[src/hw/rtl/b64d_pkg.sv]
`timescale 1ns / 1ps

package b64d_pkg;

  localparam int COUNT_BITS_DEF = 16;
  localparam int QUEUE_DEPTH_DEF = 4;
  localparam logic [15:0] MAX_OUTPUT_RESET = 16'hFFFF;

  localparam logic [7:0] CHAR_PLUS = 8'h2B;
  localparam logic [7:0] CHAR_SLASH = 8'h2F;
  localparam logic [7:0] CHAR_PAD = 8'h3D;
  localparam logic [5:0] SEXTET_LOWER = 6'd26;
  localparam logic [5:0] SEXTET_DIGIT = 6'd52;
  localparam logic [5:0] SEXTET_PLUS = 6'd62;
  localparam logic [5:0] SEXTET_SLASH = 6'd63;

  typedef struct packed {
    logic       kept;
    logic       pad;
    logic [5:0] sextet;
  } char_class_t;

  // one queued job: a finished group or an end of string
  typedef struct packed {
    logic            eos;
    logic [2:0][7:0] bytes;
    logic [2:0]      mask;
  } op_t;

  function automatic char_class_t classify(input logic [7:0] c);
    char_class_t r;
    r.kept = 1'b1;
    r.pad = (c == CHAR_PAD);
    r.sextet = SEXTET_SLASH;
    if (c >= 8'h41 && c <= 8'h5A) begin
      r.sextet = 6'(c - 8'h41);
    end else if (c >= 8'h61 && c <= 8'h7A) begin
      r.sextet = 6'(c - 8'h61) + SEXTET_LOWER;
    end else if (c >= 8'h30 && c <= 8'h39) begin
      r.sextet = 6'(c - 8'h30) + SEXTET_DIGIT;
    end else if (c == CHAR_PLUS) begin
      r.sextet = SEXTET_PLUS;
    end else if (c == CHAR_SLASH || c == CHAR_PAD) begin
      r.sextet = SEXTET_SLASH;
    end else begin
      r.kept = 1'b0;
    end
    return r;
  endfunction

endpackage

[src/hw/rtl/b64d_front.sv]
`timescale 1ns / 1ps

module b64d_front (
  input  logic             clk,
  input  logic             rst,
  input  logic             in_valid,
  output logic             in_stall,
  input  logic [7:0]       in_char,
  input  logic             end_of_string,
  input  logic             q_full,
  output logic             push,
  output b64d_pkg::op_t    push_data
);

  logic [1:0] fill;
  logic [5:0] s0, s1, s2;
  logic       pad2;
  logic       accept;
  logic       take_char;
  b64d_pkg::char_class_t cls;

  assign in_stall = q_full;
  assign accept = in_valid && !q_full;
  assign cls = b64d_pkg::classify(in_char);
  assign take_char = accept && !end_of_string && cls.kept;

  assign push = accept && (end_of_string || (cls.kept && fill == 2'd3));

  always_comb begin
    push_data.eos = end_of_string;
    push_data.bytes[0] = {s0, s1[5:4]};
    push_data.bytes[1] = {s1[3:0], s2[5:2]};
    push_data.bytes[2] = {s2[1:0], cls.sextet};
    if (end_of_string) begin
      // partial group flush: third byte never, second only with three chars
      push_data.mask = {1'b0, (fill == 2'd3) && !pad2, fill[1]};
    end else begin
      push_data.mask = {!cls.pad, !pad2, 1'b1};
    end
  end

  always_ff @(posedge clk) begin
    if (rst) begin
      fill <= 2'd0;
      pad2 <= 1'b0;
    end else if (accept && end_of_string) begin
      fill <= 2'd0;
      pad2 <= 1'b0;
    end else if (take_char) begin
      fill <= fill + 2'd1;
      if (fill == 2'd2) begin
        pad2 <= cls.pad;
      end
    end
  end

  always_ff @(posedge clk) begin
    if (take_char) begin
      case (fill)
        2'd0: s0 <= cls.sextet;
        2'd1: s1 <= cls.sextet;
        2'd2: s2 <= cls.sextet;
        default: ;
      endcase
    end
  end

endmodule

[src/hw/rtl/b64d_queue.sv]
`timescale 1ns / 1ps

module b64d_queue #(
  parameter int DEPTH = b64d_pkg::QUEUE_DEPTH_DEF
) (
  input  logic          clk,
  input  logic          rst,
  input  logic          push,
  input  b64d_pkg::op_t push_data,
  output logic          full,
  input  logic          pop,
  output b64d_pkg::op_t head,
  output logic          valid
);

  localparam int PW = (DEPTH > 1) ? $clog2(DEPTH) : 1;
  localparam int CW = $clog2(DEPTH + 1);
  localparam logic [PW-1:0] LAST = PW'(DEPTH - 1);

  b64d_pkg::op_t entries [DEPTH];
  logic [PW-1:0] wr_ptr, rd_ptr;
  logic [CW-1:0] used;
  logic          do_push, do_pop;

  assign full = (used == CW'(DEPTH));
  assign valid = (used != '0);
  assign head = entries[rd_ptr];
  assign do_push = push && !full;
  assign do_pop = pop && valid;

  always_ff @(posedge clk) begin
    if (rst) begin
      wr_ptr <= '0;
      rd_ptr <= '0;
      used <= '0;
    end else begin
      if (do_push) begin
        wr_ptr <= (wr_ptr == LAST) ? '0 : wr_ptr + PW'(1);
      end
      if (do_pop) begin
        rd_ptr <= (rd_ptr == LAST) ? '0 : rd_ptr + PW'(1);
      end
      if (do_push && !do_pop) begin
        used <= used + CW'(1);
      end else if (do_pop && !do_push) begin
        used <= used - CW'(1);
      end
    end
  end

  always_ff @(posedge clk) begin
    if (do_push) begin
      entries[wr_ptr] <= push_data;
    end
  end

endmodule

[src/hw/rtl/b64d_back.sv]
`timescale 1ns / 1ps

module b64d_back #(
  parameter int COUNT_BITS = b64d_pkg::COUNT_BITS_DEF
) (
  input  logic          clk,
  input  logic          rst,
  input  logic          cfg_write,
  input  logic [15:0]   cfg_data,
  input  logic          q_valid,
  input  b64d_pkg::op_t head,
  output logic          pop,
  output logic          out_valid,
  input  logic          out_stall,
  output logic [7:0]    out_byte,
  output logic          is_data,
  output logic          run_last,
  output logic [15:0]   decoded_count,
  output logic          limit_reached
);

  localparam int LW = (COUNT_BITS > 16) ? COUNT_BITS : 16;
  localparam logic [LW-1:0] CMAX = LW'({COUNT_BITS{1'b1}});

  logic [15:0]           max_output;
  logic [COUNT_BITS-1:0] count;
  logic                  stopped;
  logic [2:0]            done;

  logic [LW-1:0] lim_ext, lim, count_ext, cnt_inc;
  logic          stop_after;
  logic [2:0]    rem, sel, later;
  logic [7:0]    sel_byte;
  logic          out_ready, emit_data, emit_done, drop, last;

  always_comb begin
    lim_ext = LW'(max_output);
    lim = (max_output == '0 || lim_ext > CMAX) ? CMAX : lim_ext;
    count_ext = LW'(count);
    cnt_inc = (count_ext < lim) ? count_ext + LW'(1) : count_ext;
    stop_after = (cnt_inc >= lim);
  end

  always_comb begin
    rem = head.mask & ~done & {3{!stopped}};
    if (rem[0]) begin
      sel = 3'b001;
      sel_byte = head.bytes[0];
    end else if (rem[1]) begin
      sel = 3'b010;
      sel_byte = head.bytes[1];
    end else begin
      sel = 3'b100;
      sel_byte = head.bytes[2];
    end
    later = rem & ~sel;
  end

  assign out_ready = !out_valid || !out_stall;
  assign emit_data = q_valid && (rem != 3'b000) && out_ready;
  assign emit_done = q_valid && (rem == 3'b000) && head.eos && out_ready;
  // a group that arrives after the limit gives nothing
  assign drop = q_valid && (rem == 3'b000) && !head.eos;
  // an end item always closes with the completion item
  assign last = !head.eos && (stop_after || later == 3'b000);
  assign pop = (emit_data && last) || emit_done || drop;

  always_ff @(posedge clk) begin
    if (rst) begin
      max_output <= b64d_pkg::MAX_OUTPUT_RESET;
    end else if (cfg_write) begin
      max_output <= cfg_data;
    end
  end

  always_ff @(posedge clk) begin
    if (rst) begin
      count <= '0;
      stopped <= 1'b0;
      done <= 3'b000;
      out_valid <= 1'b0;
    end else begin
      if (out_ready) begin
        out_valid <= emit_data || emit_done;
      end
      if (emit_data) begin
        count <= cnt_inc[COUNT_BITS-1:0];
        stopped <= stop_after;
        done <= last ? 3'b000 : (done | sel);
      end else if (emit_done) begin
        count <= '0;
        stopped <= 1'b0;
        done <= 3'b000;
      end else if (drop) begin
        done <= 3'b000;
      end
    end
  end

  always_ff @(posedge clk) begin
    if (emit_data) begin
      out_byte <= sel_byte;
      is_data <= 1'b1;
      run_last <= last;
      decoded_count <= cnt_inc[15:0];
      limit_reached <= stop_after;
    end else if (emit_done) begin
      out_byte <= 8'h00;
      is_data <= 1'b0;
      run_last <= 1'b1;
      decoded_count <= count_ext[15:0];
      limit_reached <= stopped;
    end
  end

endmodule

[src/hw/rtl/base64_stream_decoder_core.sv]
`timescale 1ns / 1ps

// Streaming base64 decoder (standard alphabet). One character is taken per
// clock while in_stall is low; characters outside the alphabet are skipped,
// while '=' is kept and decodes as sextet 63. Every fourth kept character
// closes a group that goes into a small job queue, and the back end sends
// the decoded bytes out one per clock while out_stall is low, so the input
// runs at one character per cycle while the output keeps up. The queue
// (QUEUE_DEPTH jobs) absorbs output stalls; the input stalls only when it
// fills. An end_of_string item flushes a partial group and is always
// answered by a completion item (is_data low) that carries the count. Once
// the count reaches max_output (0 meaning the counter maximum), further
// bytes are dropped until the end of the string. max_output is written
// through cfg_write/cfg_data; the user must do so only while the block is
// idle, as the block itself does not enforce it.
module base64_stream_decoder_core #(
  parameter int COUNT_BITS = b64d_pkg::COUNT_BITS_DEF,
  parameter int QUEUE_DEPTH = b64d_pkg::QUEUE_DEPTH_DEF
) (
  input  logic        clk,
  input  logic        rst,
  input  logic        cfg_write,
  input  logic [15:0] cfg_data,
  input  logic        in_valid,
  output logic        in_stall,
  input  logic [7:0]  in_char,
  input  logic        end_of_string,
  output logic        out_valid,
  input  logic        out_stall,
  output logic [7:0]  out_byte,
  output logic        is_data,
  output logic        run_last,
  output logic [15:0] decoded_count,
  output logic        limit_reached
);

  logic          push, q_full, pop, q_valid;
  b64d_pkg::op_t push_data, head;

  b64d_front u_front (
    .clk(clk),
    .rst(rst),
    .in_valid(in_valid),
    .in_stall(in_stall),
    .in_char(in_char),
    .end_of_string(end_of_string),
    .q_full(q_full),
    .push(push),
    .push_data(push_data)
  );

  b64d_queue #(
    .DEPTH(QUEUE_DEPTH)
  ) u_queue (
    .clk(clk),
    .rst(rst),
    .push(push),
    .push_data(push_data),
    .full(q_full),
    .pop(pop),
    .head(head),
    .valid(q_valid)
  );

  b64d_back #(
    .COUNT_BITS(COUNT_BITS)
  ) u_back (
    .clk(clk),
    .rst(rst),
    .cfg_write(cfg_write),
    .cfg_data(cfg_data),
    .q_valid(q_valid),
    .head(head),
    .pop(pop),
    .out_valid(out_valid),
    .out_stall(out_stall),
    .out_byte(out_byte),
    .is_data(is_data),
    .run_last(run_last),
    .decoded_count(decoded_count),
    .limit_reached(limit_reached)
  );

endmodule

[config.mk]
export PLATFORM = sky130hd
export DESIGN_NAME = base64_stream_decoder_core
export DESIGN_NICKNAME = d
export VERILOG_FILES = /design/src/hw/rtl/b64d_pkg.sv /design/src/hw/rtl/b64d_front.sv /design/src/hw/rtl/b64d_queue.sv /design/src/hw/rtl/b64d_back.sv /design/src/hw/rtl/base64_stream_decoder_core.sv
export SDC_FILE = /design/constraint.sdc
export NUM_CORES = 1
export LEC_CHECK = 0
export BUFFER_PORTS_ARGS = -buffer_cell sky130_fd_sc_hd__buf_2
export CAP_MARGIN = 20
export CORE_MARGIN = 5
export CORE_UTILIZATION = 45
export CTS_BUF_LIST = sky130_fd_sc_hd__clkbuf_2
export CTS_CLUSTER_DIAMETER = 50
export DETAILED_ROUTE_END_ITERATION = 8
export GPL_TIMING_DRIVEN = 0
export SLEW_MARGIN = 20
export SYNTH_ARGS = -nofsm -noshare
export SYNTH_HDL_FRONTEND = slang
export SYNTH_SLANG_ARGS = --single-unit
[constraint.sdc]
create_clock -name clk -period 18.6 [get_ports clk]
set_input_delay 2.79 -clock clk [delete_from_list [all_inputs] [get_ports clk]]
set_output_delay 2.79 -clock clk [all_outputs]
set_load 0.03 [all_outputs]
## After elaboration in Yosys (flattened, before gate mapping)

Memory sizes are Yosys's and may differ from the RTL's. A register that Yosys moved wholly into a read port is not among the register bits.
Index checks and enable logic that the tools add are counted.
W data, S select, Z words.

- ROM bits: 0
- Latch bits: 0
- Memories kept: 1
- Input port bits: 30
- Register bits after elaboration: 92
- RAM bits: 112
- Logic and storage cells: 147
- Output and inout port bits: 29

- Shift operators: 0
- Multiply operators: 0
- Multiplexer cells: 40
- Reductions and logical operators: 53
- Eq/ne operators: 9
- Add/subtract/negate cells: 11
- $lt $le $gt $ge: 9
- Bitwise gates (word level): 6
- Div/mod/pow operators: 0

Memory list:

| memory | depth | bits a word | read ports | clocked after Yosys merged registers in | wr ports | RTL line | RTL |
|---|---|---|---|---|---|---|---|
| u_queue.entries | 4 | 28 | 1 | 1 | 1 | b64d_queue.sv:20 | `b64d_pkg::op_t entries [DEPTH];` |

Operators by type and width:

| cell | number |
|---|---|
| $mux W16 | 6 |
| $mux W8 | 4 |
| $mux W3 | 9 |
| $eq A8 B6 Y1 const B | 3 |
| $logic_and A1 B1 Y1 | 22 |
| $mux W6 | 3 |
| $add A16 B1 Y16 const B | 1 |
| $ge A16 B16 Y1 | 1 |
| $ge A8 B7 Y1 const B | 2 |
| $gt A16 B16 Y1 const B | 1 |
| $le A8 B7 Y1 const B | 2 |
| $logic_not A16 Y1 | 1 |
| $lt A16 B16 Y1 | 1 |
| $mux W1 | 14 |
| $sub A6 B6 Y6 const B | 2 |
| $logic_not A1 Y1 | 10 |
| $and A3 B3 Y3 | 3 |
| $reduce_bool A3 Y1 | 3 |
| $eq A2 B2 Y1 const B | 4 |
| $ge A8 B6 Y1 const B | 1 |
| $le A8 B6 Y1 const B | 1 |
| $logic_or A1 B1 Y1 | 8 |
| $mux W2 | 4 |
| $add A2 B1 Y2 const B | 3 |
| 14 further kinds | 19 |

## Depth between registers and ports, before layout

- Word-level depth: 17
- Gate-level depth with buffers: 29
- Mapped depth without buffers: 26

## By module

A second synthesis with hierarchy kept.

- Cells, all modules: 748
- Area total of the unflattened synthesis: 9,769.4 µm²

By module, submodules not included:

| module | cells an instance | times used | seq. area each (µm²) | area each (µm²) |
|---|---|---|---|---|
| b64d_queue | 196 | 1 | 3,543.4 | 4,543.1 |
| b64d_back | 414 | 1 | 1,541.5 | 3,834.9 |
| b64d_front | 138 | 1 | 600.6 | 1,391.3 |

## Worst setup path before layout

Ideal clock, no wire load.

- Path type: register to register
- Start point: register u_back.max_output[2] (netlist: u_back.lim_ext[2])
- End point: register u_queue.used[2]
- Buffers on the path: 3
- Path slack: 12.131 ns
- Cell stages (with the launch flop): 30
- Period minus slack after synthesis: 6.469 ns
- Library setup time: 0.070 ns
- Data arrival time: 6.400 ns
- Required time: 18.530 ns
- Path through: dfxtp_1 > nor4_2 > and4_1 > buf_4 > clkbuf_1 > nor2_1 > ha_1 > a21oi_1 > o21ai_0 > a221oi_1 > o21ai_2 > nor4b_4 > buf_6 > nand3_4 > xnor2_1 > ha_1 > a211oi_1 > o21ai_0 > and4_1 > a2111oi_1 > nand4_1 > o22ai_1 > o31ai_4 > inv_1 > ha_1 > inv_1 > fa_1 > xor2_1 > or3_1 > a21oi_1

- Word-level cells in the longest chain between the ends: 15
- Elaborated cells on any way between the ends: 18
- Those cells by class: order compare: 3; mux: 3; reduce/logical: 12

Ends and longest elaborated chain:

| item | RTL line | RTL |
|---|---|---|
| start, declared | b64d_back.sv:25 | `logic [15:0] max_output;` |
| start signal, assigned | b64d_back.sv:70 | `max_output <= b64d_pkg::MAX_OUTPUT_RESET;` |
| start signal, assigned | b64d_back.sv:72 | `max_output <= cfg_data;` |
| $gt A16 B16 Y1 / $logic_not A16 Y1 (equally long branches) | b64d_back.sv:38 | `lim = (max_output == '0 \|\| lim_ext > CMAX) ? CMAX : lim_ext;` |
| $logic_or A1 B1 Y1 | b64d_back.sv:38 |  |
| $mux W16 * | b64d_back.sv:38 |  |
| $lt A16 B16 Y1 | b64d_back.sv:40 | `cnt_inc = (count_ext < lim) ? count_ext + LW'(1) : count_ext;` |
| $mux W16 | b64d_back.sv:40 |  |
| $ge A16 B16 Y1 * | b64d_back.sv:41 | `stop_after = (cnt_inc >= lim);` |
| $logic_or A1 B1 Y1 * | b64d_back.sv:65 | `assign last = !head.eos && (stop_after \|\| later == 3'b000);` |
| $logic_and A1 B1 Y1 * | b64d_back.sv:65 |  |
| $logic_and A1 B1 Y1 * | b64d_back.sv:66 | `assign pop = (emit_data && last) \|\| emit_done \|\| drop;` |
| $logic_or A1 B1 Y1 * (2 in series) | b64d_back.sv:66 |  |
| $logic_and A1 B1 Y1 * | b64d_queue.sv:29 | `assign do_pop = pop && valid;` |
| $logic_not A1 Y1 | b64d_queue.sv:43 | `if (do_push && !do_pop) begin` |
| $logic_and A1 B1 Y1 | b64d_queue.sv:43 |  |
| $mux W3 / $reduce_bool A2 Y1 (equally long branches) | - |  |
| end signal, assigned | b64d_queue.sv:44 | `used <= used + CW'(1);` |
| end signal, assigned | b64d_queue.sv:46 | `used <= used - CW'(1);` |
| end, declared | b64d_queue.sv:22 | `logic [CW-1:0] used;` |

Every way passes the cells marked *; elsewhere a longest branch is shown, timed or not.
A chain may end at the register's enable or synchronous reset.

## Worst setup path in the final report

- Start point: register u_back.max_output[10] (netlist: u_back.lim_ext[10])
- End point: register u_queue.used[2]

The elaborated chain is that of the path after synthesis.

==> summary.txt <==
Status
  • Status: complete, no violations

Clocking
  • TritonCTS clock tree: done
  • H-tree depth: 2
  • Hold_buf cts: 0
  • Skew-Pair Late Insertion Delay: a little over 0.8 ns
  • Clock Tree Buf Depth: 3
  • Root buffer cell: clkbuf_2
  • Clock transition at path regs: 0.10 ns
  • CTS resizes: 0
  • Setup bufs post-CTS: 0
  • # clock sinks: 206
  • TritonCTS buffer count: 53

Route
  • Routed wire length: between 20,000 and 25,000 µm
  • Wire per inst: 18.6 µm
  • Residual DRC count: 0
  • Iter 0 DRT Violations: about 390
  • Routed Antenna Nets: 0
  • Pre-antenna DRT Iters: 5
  • DR vias: around 6.5k
  • Drt via density: roughly 5.5

Critical path
  • Arr. time, crit path: just under 9 ns
  • Crit. End Element: flop
  • Crit path max fanout: 10
  • Worst stage delay on the critical path: around 0.73 ns
  • Crit path from: u_back.lim_ext[10]$_SDFFE_PP1P_
  • Worst Path Required: roughly 19 ns
  • Slowest CP cell: a2111oi_1
  • Worst Setup Path Type: flop to flop
  • Crit-path most repeated cell: ha_1
  • Reg-to-Reg Start: u_back.lim_ext[10]$_SDFFE_PP1P_
  • Startpoint types: flop

Flow run
  • Maxcap violations: 0

Placement
  • Inst Count DP: approximately 1.1k
  • Port Buf Inserts: 57
  • DP HPWL: 15,600 µm
  • GP Congestion: slightly above 0.9
  • Place WS: 10.73 ns

Synthesis
  • Syn_nets: 811
  • Cell with the most instances after synthesis: edfxtp_1
  • Syn avg cell area: 13.2 µm²
  • Synth top area cells: edfxtp_1, dfxtp_1, mux4_2
  • Post-synth top flop: edfxtp_1
  • Syn. warnings: 0
  • Ys async rst share: 0%
  • Sequential cell area fraction in the yosys report: 58.6%
  • Share of the synthesized area in the top cell type: approximately 48%
  • Cell Area, Synth: between 9000 and 10,000 µm²
  • Most frequent cells after synthesis: edfxtp_1, nand2_1, dfxtp_1, nor2_1, ha_1
  • Syn Inst Count: between 700 and 800
  • Synth cell types: 74
  • Post-synth top area cell: edfxtp_1
  • #FFs+latches synth: 206
  • EDFF count, synth: between 150 and 200

Final layout
  • Filler Cells Inserted: 1,825
  • Final Non-Filler Cells: 1,168
  • Layout cell share with drive strength beyond 1: approximately a quarter
  • Syn-to-layout area delta: 13.7%
  • Final #Nets: 930

Global route
  • GRT Total Usage: a little under a fifth
  • Largest net degree at the start of global routing: 33
  • Grt met1 use: a little under a quarter
  • GRT busiest layer: met2
  • Met3 global-route usage: roughly 4%
  • Met2 Usage GRT: between 30% and 40%
  • Vias in the first global route: between 6k and 7k
  • GRT Residual Overflow: 0
  • Global-route wire length before repair: approximately 35,000 µm
  • Initial antenna violation count: 1

STA
  • Post-Route Setup TNS: 0 ns
  • Slew Limit Fails: 0
  • Period minus WS final: between 8 and 9 ns
  • Post-route clock period utilization: 43.2%
  • RSZ-0062 raised after global routing: no
  • Fmax: around 0.12 GHz
  • Setup Viol. Count Final: 0
  • Setup Skew: about 0.047 ns
  • Final hold vios: 0
  • Worst slew pin tran: slightly above 0.9 ns
  • Slew HR: roughly 39%
  • Final setup margin: ~11 ns

Floorplan
  • Die width: about 160 µm
  • IO Pins: just under 60
  • Die Span Y: ~160 µm
  • Initial Utilization: roughly 46%
  • Row count: 53
  • Full die area: 24,600 µm²
  • Core Area: 21,200 µm²

Pwr
  • PwrDens: between 100 and 150 nW/µm²
  • Peak supply drop: about 0.000074 V
  • Leakage power: between 4 and 5 nW

Min path
  • Hold_sp: u_back.is_data$_SDFFE_PP1P_
  • Type of the worst min-delay path: flop to flop
==> per-layer routing <==
| layer | up-vias | wire, µm |
|---|---|---|
| li1 | 3066 | - |
| met1 | 3166 | 9540 |
| met2 | 212 | 10300 |
| met3 | 34 | 1360 |
| met4 | 0 | 493 |
| met5 | - | 0 |
==> final timing paths <==
kind	depth (start not counted)	slack (ns)	to
hold reg to reg	2	0.47	u_back.is_data$_SDFFE_PP1P_
hold / removal	2	0.47	u_back.is_data$_SDFFE_PP1P_
setup reg to reg	29	10.56	u_queue.used[2]$_SDFFE_PP0P_
setup / recovery	29	10.56	u_queue.used[2]$_SDFFE_PP0P_
==> cell type report <==
class | count | area, µm² | share of cell area, %
repair buffers | 64 | 413 | 3.74
diodes | 1 | 2.50 | 0.0227
clock inverters | 24 | 181 | 1.65
multi-input cells | 468 | 3790 | 34.4
plain buffers | 31 | 146 | 1.33
clock buffers | 71 | 355 | 3.22
inverters | 28 | 105 | 0.953
well taps | 275 | 344 | 3.12
flip-flops and latches | 206 | 5690 | 51.6
==> per-stage QoR <==
step | total power (W) | area [µm²] | hold WS, ns | utilization (%)
CTS | 0.00131 | 11000 | 0.471 | 52.0
detailed placement | 0.000978 | 10500 | 0.450 | 49.5
finish | 0.00130 | 11000 | 0.467 | 52.1
global route | 0.00137 | 11000 | 0.510 | 52.1
global placement | 0.000965 | 10300 | 0.449 | 48.8
floorplan | 0.000856 | 9700 | 0.452 | -
==> where the power goes <==
part	switching (W)	total, W	internal, W
logic	0.000257	0.000384	0.000127
registers	0.0000187	0.000579	0.000560
clock network	0.000184	0.000332	0.000148
total	0.000460	0.00130	0.000835
==> critical path: cells and delay by family (launching register included) <==
| family | cells | cell delay, ns |
|---|---|---|
| AO/OA/AOI/OAI | 10 | 2.95 |
| AND/OR/NAND/NOR | 8 | 2.23 |
| adder cells (fa/ha/maj) | 4 | 1.19 |
| buffers and inverters | 5 | 0.91 |
| flip-flops | 1 | 0.35 |
| XOR/XNOR | 2 | 0.31 |
==> layout by cell type, fill, tap and decap left out, types with 26 or more instances in the layout <==
master	n
mux4_2	28
nand2_1	62
a21oi_1	28
buf_2	65
inv_1	27
ha_1	47
dfxtp_1	50
nor2_1	48
xnor2_1	26
edfxtp_1	156
clkbuf_2	74
==> flip-flops by register name, indices dropped and copies added, names as in the netlist, 2 cells and up, named ones only <==
name	cells
u_back.out_byte	8
u_front.s2	6
u_back.lim_ext	16
u_queue.rd_ptr	2
u_back.count	16
u_back.done	3
u_queue.wr_ptr	2
u_front.s0	6
u_queue.entries	112
u_back.decoded_count	16
u_front.s1	6
u_queue.used	3
u_front.fill	2
==> cells by family after synthesis <==
kind of cell             count (synthesis)  share of synthesized area (%)
AO/OA/AOI/OAI                          122                           8.71
XOR/XNOR                                35                           3.16
adder cells (fa/ha/maj)                 49                           6.38
buffers and inverters                   59                           2.59
flip-flops                             206                           58.6
multiplexers                            52                           9.00
AND/OR/NAND/NOR                        210                           11.5
Power figures use the tool's default switching activity.
